[src/rtl/core/sha256_byte_stream_hasher_top_defines.svh]
// assertion macros for the sha-256 byte stream hasher
// used by sha256_byte_stream_hasher_top; expects clk and rst_n in scope
`ifndef SHA256_BYTE_STREAM_HASHER_TOP_DEFINES_SVH
`define SHA256_BYTE_STREAM_HASHER_TOP_DEFINES_SVH

// same-cycle implication, checked out of reset
`define SBSH_ASSERT_NOW(label, ante, cons, msg) \
    label: assert property (@(posedge clk) disable iff (!rst_n) (ante) |-> (cons)) \
        else $error(msg);

// next-cycle implication, checked out of reset
`define SBSH_ASSERT_NEXT(label, ante, cons, msg) \
    label: assert property (@(posedge clk) disable iff (!rst_n) (ante) |=> (cons)) \
        else $error(msg);

`endif

[src/rtl/core/sbsh_pkg.sv]
// shared types and constants for the sha-256 byte stream hasher
// no dependencies; imported by every module of the block
package sbsh_pkg;

    typedef logic [31:0] word_t;
    typedef word_t [7:0] hash_t;

    typedef enum logic [2:0] {
        ST_IDLE,
        ST_ROUND,
        ST_ADD,
        ST_PAD,
        ST_OUT
    } state_t;

    typedef enum logic [1:0] {
        PAD_MARK,
        PAD_ZERO,
        PAD_LEN,
        PAD_DONE
    } pad_step_t;

    // commands from the sequencer to the schedule window
    typedef struct packed {
        logic       load_byte;
        logic       load_word;
        logic [7:0] byte_val;
    } sched_ctrl_t;

    localparam logic [7:0] PAD_BYTE = 8'h80;
    localparam logic [5:0] LEN_FILL = 6'd56;
    localparam logic [5:0] LAST_SLOT = 6'd63;
    localparam logic [5:0] LAST_ROUND = 6'd63;
    localparam logic [2:0] LAST_WORD_IDX = 3'd7;

    localparam hash_t INIT_HASH = {
        32'h5be0cd19, 32'h1f83d9ab, 32'h9b05688c, 32'h510e527f,
        32'ha54ff53a, 32'h3c6ef372, 32'hbb67ae85, 32'h6a09e667
    };

    localparam word_t [0:63] ROUND_K = {
        32'h428a2f98, 32'h71374491, 32'hb5c0fbcf, 32'he9b5dba5,
        32'h3956c25b, 32'h59f111f1, 32'h923f82a4, 32'hab1c5ed5,
        32'hd807aa98, 32'h12835b01, 32'h243185be, 32'h550c7dc3,
        32'h72be5d74, 32'h80deb1fe, 32'h9bdc06a7, 32'hc19bf174,
        32'he49b69c1, 32'hefbe4786, 32'h0fc19dc6, 32'h240ca1cc,
        32'h2de92c6f, 32'h4a7484aa, 32'h5cb0a9dc, 32'h76f988da,
        32'h983e5152, 32'ha831c66d, 32'hb00327c8, 32'hbf597fc7,
        32'hc6e00bf3, 32'hd5a79147, 32'h06ca6351, 32'h14292967,
        32'h27b70a85, 32'h2e1b2138, 32'h4d2c6dfc, 32'h53380d13,
        32'h650a7354, 32'h766a0abb, 32'h81c2c92e, 32'h92722c85,
        32'ha2bfe8a1, 32'ha81a664b, 32'hc24b8b70, 32'hc76c51a3,
        32'hd192e819, 32'hd6990624, 32'hf40e3585, 32'h106aa070,
        32'h19a4c116, 32'h1e376c08, 32'h2748774c, 32'h34b0bcb5,
        32'h391c0cb3, 32'h4ed8aa4a, 32'h5b9cca4f, 32'h682e6ff3,
        32'h748f82ee, 32'h78a5636f, 32'h84c87814, 32'h8cc70208,
        32'h90befffa, 32'ha4506ceb, 32'hbef9a3f7, 32'hc67178f2
    };

endpackage

[src/rtl/core/sbsh_if.sv]
// valid/ready channel interfaces for the sha-256 byte stream hasher
// no dependencies; one interface for message bytes, one for digest words
interface sbsh_in_if;
    logic       valid;
    logic       ready;
    logic [7:0] message_byte;
    logic       has_byte;
    logic       end_of_message;

    modport source (output valid, output message_byte, output has_byte,
                    output end_of_message, input ready);
    modport sink (input valid, input message_byte, input has_byte,
                  input end_of_message, output ready);
endinterface

interface sbsh_out_if;
    logic        valid;
    logic        ready;
    logic [31:0] digest_word;
    logic [2:0]  word_index;
    logic        last_word;

    modport source (output valid, output digest_word, output word_index,
                    output last_word, input ready);
    modport sink (input valid, input digest_word, input word_index,
                  input last_word, output ready);
endinterface

[src/rtl/core/sbsh_sched.sv]
// message buffer and schedule window for the sha-256 byte stream hasher
// depends on sbsh_pkg; bytes shift in one at a time, rounds shift words
module sbsh_sched (
    input  logic                clk,
    input  sbsh_pkg::sched_ctrl_t ctrl,
    output sbsh_pkg::word_t     w_cur
);
    import sbsh_pkg::*;

    logic [511:0] window_reg;
    logic [511:0] window_next;
    word_t        w1;
    word_t        w9;
    word_t        w14;
    word_t        sig0;
    word_t        sig1;
    word_t        w_new;

    // oldest word sits at the top of the window
    assign w_cur = window_reg[511:480];
    assign w1    = window_reg[479:448];
    assign w9    = window_reg[223:192];
    assign w14   = window_reg[63:32];

    // small sigma functions of the expansion
    assign sig0 = {w1[6:0], w1[31:7]} ^ {w1[17:0], w1[31:18]} ^ {3'b000, w1[31:3]};
    assign sig1 = {w14[16:0], w14[31:17]} ^ {w14[18:0], w14[31:19]}
                ^ {10'b0, w14[31:10]};
    assign w_new = w_cur + sig0 + w9 + sig1;

    // byte load or word expansion
    always_comb
    begin
        window_next = window_reg;
        if (ctrl.load_byte)
        begin
            window_next = {window_reg[503:0], ctrl.byte_val};
        end
        else if (ctrl.load_word)
        begin
            window_next = {window_reg[479:0], w_new};
        end
    end

    always_ff @(posedge clk)
    begin
        window_reg <= window_next;
    end

endmodule

[src/rtl/core/sbsh_round.sv]
// one sha-256 compression round, the shared unit of the hasher
// depends on sbsh_pkg; purely combinational, registered by the caller
module sbsh_round (
    input  sbsh_pkg::hash_t v,
    input  sbsh_pkg::word_t k,
    input  sbsh_pkg::word_t w,
    output sbsh_pkg::hash_t v_new
);
    import sbsh_pkg::*;

    word_t a;
    word_t e;
    word_t big0;
    word_t big1;
    word_t choose;
    word_t major;
    word_t t1;

    assign a = v[0];
    assign e = v[4];

    // round functions
    assign big1   = {e[5:0], e[31:6]} ^ {e[10:0], e[31:11]} ^ {e[24:0], e[31:25]};
    assign choose = (e & v[5]) ^ (~e & v[6]);
    assign big0   = {a[1:0], a[31:2]} ^ {a[12:0], a[31:13]} ^ {a[21:0], a[31:22]};
    assign major  = (a & v[1]) ^ (a & v[2]) ^ (v[1] & v[2]);
    assign t1     = v[7] + big1 + choose + k + w;

    // rotate the working words
    always_comb
    begin
        v_new[7] = v[6];
        v_new[6] = v[5];
        v_new[5] = v[4];
        v_new[4] = v[3] + t1;
        v_new[3] = v[2];
        v_new[2] = v[1];
        v_new[1] = v[0];
        v_new[0] = t1 + big0 + major;
    end

endmodule

[src/rtl/core/sha256_byte_stream_hasher_top.sv]
// top level of the sha-256 byte stream hasher: sequencer, chaining state
// depends on sbsh_pkg, sbsh_if, sbsh_sched, sbsh_round and the defines header
//
// usage:
//   byte_in carries one message byte per transfer (has_byte) and marks the
//   final item with end_of_message; an empty message is one final item
//   with has_byte low. digest_out returns eight 32-bit words per message,
//   word_index 0 (most significant) first, last_word high on the eighth.
// operation:
//   a byte that does not complete a 64-byte block goes straight into the
//   buffer; the byte that completes one starts the rounds and then the
//   chaining add, all on the one shared round unit. the final item pushes
//   the pad byte, the zero bytes and the big-endian bit length, running
//   one or two compressions, then the digest words go out one per cycle
//   while digest_out is ready.
// reset and stalls:
//   rst_n loads the initial hash values and clears the byte and bit counts.
//   byte_in is ready only while idle; a digest word holds until taken and
//   no byte is accepted until all eight words have been transferred.
`include "sha256_byte_stream_hasher_top_defines.svh"

module sha256_byte_stream_hasher_top (
    input  logic       clk,
    input  logic       rst_n,
    sbsh_in_if.sink    byte_in,
    sbsh_out_if.source digest_out
);
    import sbsh_pkg::*;

    state_t      state_reg;
    state_t      state_next;
    pad_step_t   pad_reg;
    pad_step_t   pad_next;
    logic [5:0]  fill_reg;
    logic [5:0]  fill_next;
    logic [63:0] bitlen_reg;
    logic [63:0] bitlen_next;
    hash_t       chain_reg;
    hash_t       chain_next;
    hash_t       v_reg;
    hash_t       v_next;
    logic [5:0]  round_reg;
    logic [5:0]  round_next;
    logic [2:0]  len_cnt_reg;
    logic [2:0]  len_cnt_next;
    logic        eom_reg;
    logic        eom_next;
    logic [2:0]  out_idx_reg;
    logic [2:0]  out_idx_next;

    logic        push;
    logic [7:0]  push_val;
    sched_ctrl_t sched_ctrl;
    word_t       w_cur;
    hash_t       v_round;

    // message buffer and schedule
    sbsh_sched u_sched (
        .clk   (clk),
        .ctrl  (sched_ctrl),
        .w_cur (w_cur)
    );

    // shared round unit
    sbsh_round u_round (
        .v     (v_reg),
        .k     (ROUND_K[round_reg]),
        .w     (w_cur),
        .v_new (v_round)
    );

    // digest output
    assign digest_out.valid       = (state_reg == ST_OUT);
    assign digest_out.digest_word = chain_reg[out_idx_reg];
    assign digest_out.word_index  = out_idx_reg;
    assign digest_out.last_word   = (out_idx_reg == LAST_WORD_IDX);
    assign byte_in.ready          = (state_reg == ST_IDLE);

    // sequencer: next state and datapath control
    always_comb
    begin
        state_next   = state_reg;
        pad_next     = pad_reg;
        fill_next    = fill_reg;
        bitlen_next  = bitlen_reg;
        chain_next   = chain_reg;
        v_next       = v_reg;
        round_next   = round_reg;
        len_cnt_next = len_cnt_reg;
        eom_next     = eom_reg;
        out_idx_next = out_idx_reg;
        push         = 1'b0;
        push_val     = byte_in.message_byte;
        sched_ctrl   = '0;

        unique case (state_reg)
            ST_IDLE:
            begin
                if (byte_in.valid)
                begin
                    if (byte_in.has_byte)
                    begin
                        push        = 1'b1;
                        bitlen_next = bitlen_reg + 64'd8;
                    end
                    eom_next = byte_in.end_of_message;
                    if (byte_in.end_of_message)
                    begin
                        state_next = ST_PAD;
                    end
                end
            end
            ST_ROUND:
            begin
                sched_ctrl.load_word = 1'b1;
                v_next     = v_round;
                round_next = round_reg + 6'd1;
                if (round_reg == LAST_ROUND)
                begin
                    state_next = ST_ADD;
                end
            end
            ST_ADD:
            begin
                for (int i = 0; i < 8; i++)
                begin
                    chain_next[i] = chain_reg[i] + v_reg[i];
                end
                if (pad_reg == PAD_DONE)
                begin
                    state_next = ST_OUT;
                end
                else if (eom_reg)
                begin
                    state_next = ST_PAD;
                end
                else
                begin
                    state_next = ST_IDLE;
                end
            end
            ST_PAD:
            begin
                unique case (pad_reg)
                    PAD_MARK:
                    begin
                        push     = 1'b1;
                        push_val = PAD_BYTE;
                        pad_next = PAD_ZERO;
                    end
                    PAD_ZERO:
                    begin
                        if (fill_reg == LEN_FILL)
                        begin
                            pad_next = PAD_LEN;
                        end
                        else
                        begin
                            push     = 1'b1;
                            push_val = 8'h00;
                        end
                    end
                    PAD_LEN:
                    begin
                        // length goes out big-endian; shifting leaves zero behind
                        push         = 1'b1;
                        push_val     = bitlen_reg[63:56];
                        bitlen_next  = {bitlen_reg[55:0], 8'h00};
                        len_cnt_next = len_cnt_reg + 3'd1;
                        if (len_cnt_reg == LAST_WORD_IDX)
                        begin
                            pad_next = PAD_DONE;
                        end
                    end
                    default:
                    begin
                        state_next = ST_OUT;
                    end
                endcase
            end
            ST_OUT:
            begin
                if (digest_out.ready)
                begin
                    out_idx_next = out_idx_reg + 3'd1;
                    if (out_idx_reg == LAST_WORD_IDX)
                    begin
                        chain_next = INIT_HASH;
                        eom_next   = 1'b0;
                        pad_next   = PAD_MARK;
                        state_next = ST_IDLE;
                    end
                end
            end
            default:
            begin
                state_next = ST_IDLE;
            end
        endcase

        // byte into the buffer; a full block starts the compression
        if (push)
        begin
            sched_ctrl.load_byte = 1'b1;
            sched_ctrl.byte_val  = push_val;
            fill_next            = fill_reg + 6'd1;
            if (fill_reg == LAST_SLOT)
            begin
                state_next = ST_ROUND;
                v_next     = chain_reg;
                round_next = '0;
            end
        end
    end

    // control and chaining state
    always_ff @(posedge clk or negedge rst_n)
    begin
        if (!rst_n)
        begin
            state_reg   <= ST_IDLE;
            pad_reg     <= PAD_MARK;
            fill_reg    <= '0;
            bitlen_reg  <= '0;
            chain_reg   <= INIT_HASH;
            round_reg   <= '0;
            len_cnt_reg <= '0;
            eom_reg     <= 1'b0;
            out_idx_reg <= '0;
        end
        else
        begin
            state_reg   <= state_next;
            pad_reg     <= pad_next;
            fill_reg    <= fill_next;
            bitlen_reg  <= bitlen_next;
            chain_reg   <= chain_next;
            round_reg   <= round_next;
            len_cnt_reg <= len_cnt_next;
            eom_reg     <= eom_next;
            out_idx_reg <= out_idx_next;
        end
    end

    // working words
    always_ff @(posedge clk)
    begin
        v_reg <= v_next;
    end

    // checks
    `SBSH_ASSERT_NOW(a_no_overlap, byte_in.ready, !digest_out.valid,
        "input accepted while digest pending")
    `SBSH_ASSERT_NEXT(a_round_end, (state_reg == ST_ROUND) && (round_reg == LAST_ROUND),
        state_reg == ST_ADD, "compression did not end after last round")
    `SBSH_ASSERT_NEXT(a_restart,
        digest_out.valid && digest_out.ready && digest_out.last_word,
        (state_reg == ST_IDLE) && (fill_reg == 6'd0) && (bitlen_reg == 64'd0),
        "hasher not cleared after digest")
    `SBSH_ASSERT_NOW(a_first_word, $rose(digest_out.valid), digest_out.word_index == 3'd0,
        "digest does not start at word zero")

endmodule
[src/flat_wrapper.sv]
// flat-port wrapper written by rule: the top's interface ports become plain ports
module sha256_byte_stream_hasher_top_flat import sbsh_pkg::*;
  (clk, rst_n, byte_in_valid, byte_in_message_byte, byte_in_has_byte, byte_in_end_of_message, byte_in_ready, digest_out_valid, digest_out_digest_word, digest_out_word_index, digest_out_last_word, digest_out_ready);
  sbsh_in_if byte_in_i ();
  sbsh_out_if digest_out_i ();
  input  logic clk;
  input  logic rst_n;
  input wire logic [$bits(byte_in_i.valid)-1:0] byte_in_valid;
  input wire logic [$bits(byte_in_i.message_byte)-1:0] byte_in_message_byte;
  input wire logic [$bits(byte_in_i.has_byte)-1:0] byte_in_has_byte;
  input wire logic [$bits(byte_in_i.end_of_message)-1:0] byte_in_end_of_message;
  output wire logic [$bits(byte_in_i.ready)-1:0] byte_in_ready;
  output wire logic [$bits(digest_out_i.valid)-1:0] digest_out_valid;
  output wire logic [$bits(digest_out_i.digest_word)-1:0] digest_out_digest_word;
  output wire logic [$bits(digest_out_i.word_index)-1:0] digest_out_word_index;
  output wire logic [$bits(digest_out_i.last_word)-1:0] digest_out_last_word;
  input wire logic [$bits(digest_out_i.ready)-1:0] digest_out_ready;
  assign byte_in_i.valid = byte_in_valid;
  assign byte_in_i.message_byte = byte_in_message_byte;
  assign byte_in_i.has_byte = byte_in_has_byte;
  assign byte_in_i.end_of_message = byte_in_end_of_message;
  assign byte_in_ready = byte_in_i.ready;
  assign digest_out_valid = digest_out_i.valid;
  assign digest_out_digest_word = digest_out_i.digest_word;
  assign digest_out_word_index = digest_out_i.word_index;
  assign digest_out_last_word = digest_out_i.last_word;
  assign digest_out_i.ready = digest_out_ready;
  sha256_byte_stream_hasher_top u_core (.clk(clk), .rst_n(rst_n), .byte_in(byte_in_i), .digest_out(digest_out_i));
endmodule
[config.mk]
export PLATFORM = sky130hd
export DESIGN_NAME = sha256_byte_stream_hasher_top_flat
export DESIGN_NICKNAME = d
export VERILOG_FILES = /design/src/rtl/core/sbsh_pkg.sv /design/src/rtl/core/sbsh_if.sv /design/src/rtl/core/sbsh_sched.sv /design/src/rtl/core/sbsh_round.sv /design/src/rtl/core/sha256_byte_stream_hasher_top.sv /design/src/flat_wrapper.sv
export VERILOG_INCLUDE_DIRS = /design/src /design/src/rtl/core
export SDC_FILE = /design/constraint.sdc
export NUM_CORES = 2
export LEC_CHECK = 0
export BUFFER_PORTS_ARGS = -buffer_cell sky130_fd_sc_hd__buf_2
export CAP_MARGIN = 20
export CORE_ASPECT_RATIO = 0.8
export CORE_MARGIN = 2
export CORE_UTILIZATION = 50
export CTS_CLUSTER_SIZE = 12
export DETAILED_ROUTE_END_ITERATION = 10
export GPL_TIMING_DRIVEN = 0
export PLACE_DENSITY = 0.65
export SYNTH_ARGS = -nofsm -noshare
export SYNTH_HDL_FRONTEND = slang
export SYNTH_SLANG_ARGS = --single-unit
[constraint.sdc]
create_clock -name clk -period 21.4 [get_ports clk]
set_clock_uncertainty 0.2 [all_clocks]
set_input_delay 4.28 -clock clk [delete_from_list [all_inputs] [get_ports clk]]
set_output_delay 4.28 -clock clk [all_outputs]
set_load 0.005 [all_outputs]
# Word level (Yosys, flattened, before mapping)

Memory sizes are Yosys's and may differ from the RTL's.
Index checks and enable logic that the tools add are counted.

Register bits: 1112
ROM bits: 2048
Input port bits: 14
Output and inout bits: 38
Word-level logic and storage cells: 155
Memories kept: 1

Memories:

| memory          | depth | bits a word | rd ports | clocked after Yosys merged registers in | wr ports | line                                | source |
|---|---|---|---|---|---|---|---|
| (no name shown) | 64    | 32          | 1        | 0                                       | 0        | sha256_byte_stream_hasher_top.sv:67 | `.k (ROUND_K[round_reg]),` |

Add/sub/neg operators: 23
Magnitude comparators: 2
Equality and inequality tests: 20
Multiplexer cells: 51
Bitwise gates (word level): 18
Reduce and logical (&&, ||, !) cells: 15

Operators by type and width:

| cell                  | count |
|---|---|
| $mux 256              | 5 |
| $mux 512              | 2 |
| $add 32x32->32        | 18 |
| $pmux 256 s2          | 1 |
| $xor 32x32->32        | 9 |
| $mux 64               | 3 |
| $and 32x32->32        | 5 |
| $pmux 64 s2           | 1 |
| $bmux 32 s3           | 1 |
| $mux 32               | 3 |
| $add 64x4->64 const B | 1 |
| $not 32->32           | 1 |
| $xor 32x22->32        | 1 |
| $xor 32x29->32        | 1 |
| $mux 3                | 9 |
| $mux 8                | 3 |
| $pmux 8 s3            | 1 |
| $eq 6x6->1 const B    | 3 |
| $mux 6                | 3 |
| $pmux 3 s5            | 1 |
| $add 6x1->6 const B   | 2 |
| $mux 2                | 5 |
| $reduce_bool 2->1     | 5 |
| $eq 3x3->1 const B    | 3 |
| other kinds (24)      | 42 |

# Logic depth before layout (Yosys ltp)

Depth in word-level cells: 11
Mapped depth: 39
Mapped depth without buffers: 37

# Hierarchy

Synthesis repeated with hierarchy kept, for this count alone.

Cell total of the unflattened synthesis: 8288
Area, all modules: 78636.7 um2

By module, submodules not included:

| module                        | times used | cells an instance | area each (um2) | seq. area each (um2) |
|---|---|---|---|---|
| sha256_byte_stream_hasher_top | 1          | 5141              | 41173.2         | 13828.3 |
| sbsh_sched                    | 1          | 1725              | 25989.9         | 15374.7 |
| sbsh_round                    | 1          | 1422              | 11473.5         | 0.0 |

# Least setup slack after synthesis

Ideal clock, no wire load.

Path type: input-to-reg
Start: input port byte_in_valid
End: register u_core.u_sched.window_reg[0] (enable)
Arrival: 13.740 ns
Data required time: 17.550 ns
Path slack: 3.811 ns
Cell stages on the path: 5
Cell sequence: and3_1 a21oi_1 clkbuf_1 clkbuf_1 nand2_1

Longest elaborated chain between the ends: 4

RTL lines:

| item                               | line                                 | source |
|---|---|---|
| start, declared                    | flat_wrapper.sv:8                    | `input wire logic [$bits(byte_in_i.valid)-1:0] byte_in_valid;` |
| $mux 1                             | sha256_byte_stream_hasher_top.sv:99  | `if (byte_in.valid)` |
| $pmux 1 s2                         | sha256_byte_stream_hasher_top.sv:96  | `unique case (state_reg)` |
| $mux 1                             | sha256_byte_stream_hasher_top.sv:202 | `if (push)` |
| $reduce_bool 2->1 (no source line) | n/a                                  |  |
| end signal, assigned               | sbsh_sched.sv:47                     | `window_reg <= window_next;` |
| end, declared                      | sbsh_sched.sv:10                     | `logic [511:0] window_reg;` |

Every way passes these cells.
A chain may end at the register's enable or synchronous reset.

==> results by group <==
Synthesis
  – Synthesized Nets: 9,272
  – Syn Inst Count: 8,659
  – Seq/Total Area, Yosys: 38.74%
  – Flops & latches, synth: 1,109
  – Top_reg_cell synth: edfxtp_1
  – Yosys cell types: 91
  – Post-synth ARST share: 30.75%
  – Syn Area/Cell: 8.705 um^2
  – Post-synth EDFFs: 512
  – Synthesized area: 75,380 um^2
  – Synth warn: 0

Die
  – Core ar.: 149,800 um^2
  – Width of the die: 438.1 um
  – Initial Util: 50.30%
  – Die Ht: 351.3 um
  – Num ports: 52
  – Full die area: 153,900 um^2
  – Row count: 127

Final layout
  – Final core utilization: 55.34%
  – Share of cells above drive strength 1: 6.534%
  – Synth-to-Final Area Change: 10.01%
  – Number of flip-flops in the largest register: 512
  – Commonest non-fill, non-tap cell in the layout: nand2_1
  – Final nets: 9,488
  – Most frequent cells in the layout: nand2_1 (2,145), nor2_1 (629), a21oi_1 (548)

Critical path
  – Crit path DAT: 14.05 ns
  – Critical path capture point type: register
  – Element type at the critical path start: register
  – Most used cell, CP: fa_1
  – Worst Path Required: 21.79 ns
  – R2R setup slack: 7.74 ns
  – Critical path's slowest cell: a21oi_1
  – Largest stage delay, worst path: 0.91 ns
  – CP bufs+invs: 5
  – Worst path top cell family by delay: compound AO/OA/AOI/OAI gates
  – CP max FO: 11
  – Critical path class: register to register

Clock tree
  – CTS tree: yes
  – Clock Latency Late Sink: 0.83 ns
  – TritonCTS Buffers: 121
  – Clock Tree Buf Depth: 3
  – CTS Hold Bufs: 0
  – Htree depth: 3
  – CTS root buffer: clkbuf_16
  – Post-CTS setup buffer count: 0
  – Clk slew on worst S/H paths: 0.06 ns
  – Sink Count: 1,109
  – PostCTS Resize Cnt: 0

Drt
  – Initial drt markers: 9,155
  – Via/cell ratio: 6.231
  – Drt pass-1 iters: 9
  – Residual DRC: 0
  – Routed vias: 68,490
  – Final wirelength: 306.6 mm
  – Post-route ant nets: 0
  – DR WL/cell: 27.90 um

Timing
  – RSZ-0062 raised after global routing: no
  – Fmax: 73.22 MHz
  – Hold Vio Cnt, Final: 0
  – Least-Margin Pin Slew: 1.302 ns
  – Final min period: 13.66 ns
  – Slew Viols, Final: 0
  – Slew margin rel.: 13.18%
  – Final period utilization: 63.82%
  – TNS Setup: 0 ns
  – Final setup viols: 0

Global routing
  – Global-route wire length before repair: 436.4 mm
  – Met3 GRT Util: 10.77%
  – GR peak layer: met2
  – Vias in the first global route: 62,620
  – Largest net degree at the start of global routing: 96
  – All-Layer GR Usage: 38.90%
  – Gr ovfl total: 0
  – GRT met2 Usage: 55.41%
  – Initial antenna violation count: 18
  – Met1 usage: 55.31%

Pwr
  – Power per Cell Area: 52.64 nW/um^2
  – Pleak: 35.91 nW
  – Worst IR Drop VDD: 74.39 uV

Job
  – Max cap viols: 0

Place
  – DPL Wire Length: 240.2 mm
  – Placer congestion estimate: 1.062
  – Buffers on Ports: 51

Status
  – Status: complete, no violations

Min path
  – HP Class: register to register
per-layer routing:
layer | vias up | wire length (um)
li1 | 30430 | -
met1 | 33420 | 130400
met2 | 3969 | 125100
met3 | 645 | 36340
met4 | 26 | 14640
met5 | - | 209
area by class of cell:
| cell class | count | area [um^2] |
|---|---|---|
| antenna | 8 | 20.02 |
| buffer | 523 | 1976 |
| clock buffer | 194 | 3502 |
| clock inverter | 38 | 459.2 |
| fill | 13860 | 66920 |
| inverter | 371 | 1393 |
| multi-input combinational | 6656 | 42830 |
| sequential | 1109 | 29200 |
| tap | 1999 | 2501 |
| timing repair buffer | 93 | 1032 |
Yosys cell counts, types with 26 or more instances:
library cell | n | area, um^2
nand2_1 | 2146 | 8055
edfxtp_1 | 512 | 15370
dfxtp_1 | 256 | 5125
mux4_2 | 68 | 1531
dfstp_2 | 136 | 3573
o21a_1 | 75 | 563.0
nor2b_1 | 51 | 319.1
ha_1 | 404 | 5055
a211oi_1 | 48 | 360.4
nand4_1 | 34 | 212.7
inv_1 | 371 | 1393
nor2_1 | 629 | 2361
nand2b_1 | 57 | 356.6
a21o_1 | 168 | 1261
xor2_1 | 215 | 1883
and3_1 | 59 | 369.1
dfrtp_1 | 205 | 5130
a21oi_1 | 549 | 2748
o21ai_0 | 517 | 2587
o31ai_1 | 31 | 232.7
o211ai_1 | 32 | 240.2
o21bai_1 | 51 | 382.9
clkbuf_1 | 484 | 1817
mux2_2 | 59 | 664.4
nand3_1 | 84 | 420.4
fa_1 | 195 | 3904
mux2i_1 | 30 | 300.3
xnor2_1 | 364 | 3188
buf_1 | 38 | 142.6
maj3_1 | 26 | 260.3
nor3_1 | 91 | 455.4
a31oi_1 | 256 | 1602
power breakdown:
group	internal, mW	switching, mW	leakage (nW)
Sequential	2.21	0	12.0
Clock	1.17	0.964	1.91
Combinational	0.00262	0.0159	22.0
path summary, 6_finish.rpt:
kind,startpoint,endpoint,cells past startpoint
hold reg to reg,u_core.fill_reg[5],u_core.fill_reg[5],1
max in group asynchronous,rst_n,u_core.chain_reg[24],3
setup / recovery,u_core.round_reg[0],u_core.v_reg[31],37
setup reg to reg,u_core.round_reg[0],u_core.v_reg[31],37
min in group asynchronous,rst_n,u_core.chain_reg[230],1
hold / removal,u_core.fill_reg[5],u_core.fill_reg[5],1
kinds of logic (layout without fill, tap and decap cells):
group           count (synthesis)  after routing  share of synthesized area, %
simple gates                 3271           3271                         17.76
xor+xnor                      580            580                         6.757
flops                        1109           1109                         38.74
compound gates               2023           2023                         16.74
fa+ha+maj                     625            625                         12.23
mux                           157            157                         3.311
other cells                     0              8                             0
buf+inv                       894           1219                         4.453
through the flow:
| stage | hold WS (ns) | power (mW) | area, um^2 | setup slack (ns) | instances |
|---|---|---|---|---|---|
| floorplan | 0.2348 | 2.251 | 75380 | 3.811 | 8659 |
| global placement | 0.2511 | 2.268 | 78130 | -3.330 | 10710 |
| detailed placement | 0.2570 | 2.270 | 78850 | 8.490 | 10740 |
| CTS | 0.2693 | 4.377 | 82810 | 8.397 | 10980 |
| global route | 0.2853 | 4.457 | 82900 | 7.775 | 10980 |
| finish | 0.2725 | 4.365 | 82920 | 7.743 | 10990 |
worst reg2reg max path, delay by kind of cell, from the launching register on:
kind	cells	cell delay (ns)
compound gates	15	4.26
fa+ha+maj	7	3.28
simple gates	7	2.13
buf+inv	5	2.10
xor+xnor	3	0.84
flops	1	0.70
Note: power is estimated with default switching activity, not from simulation.
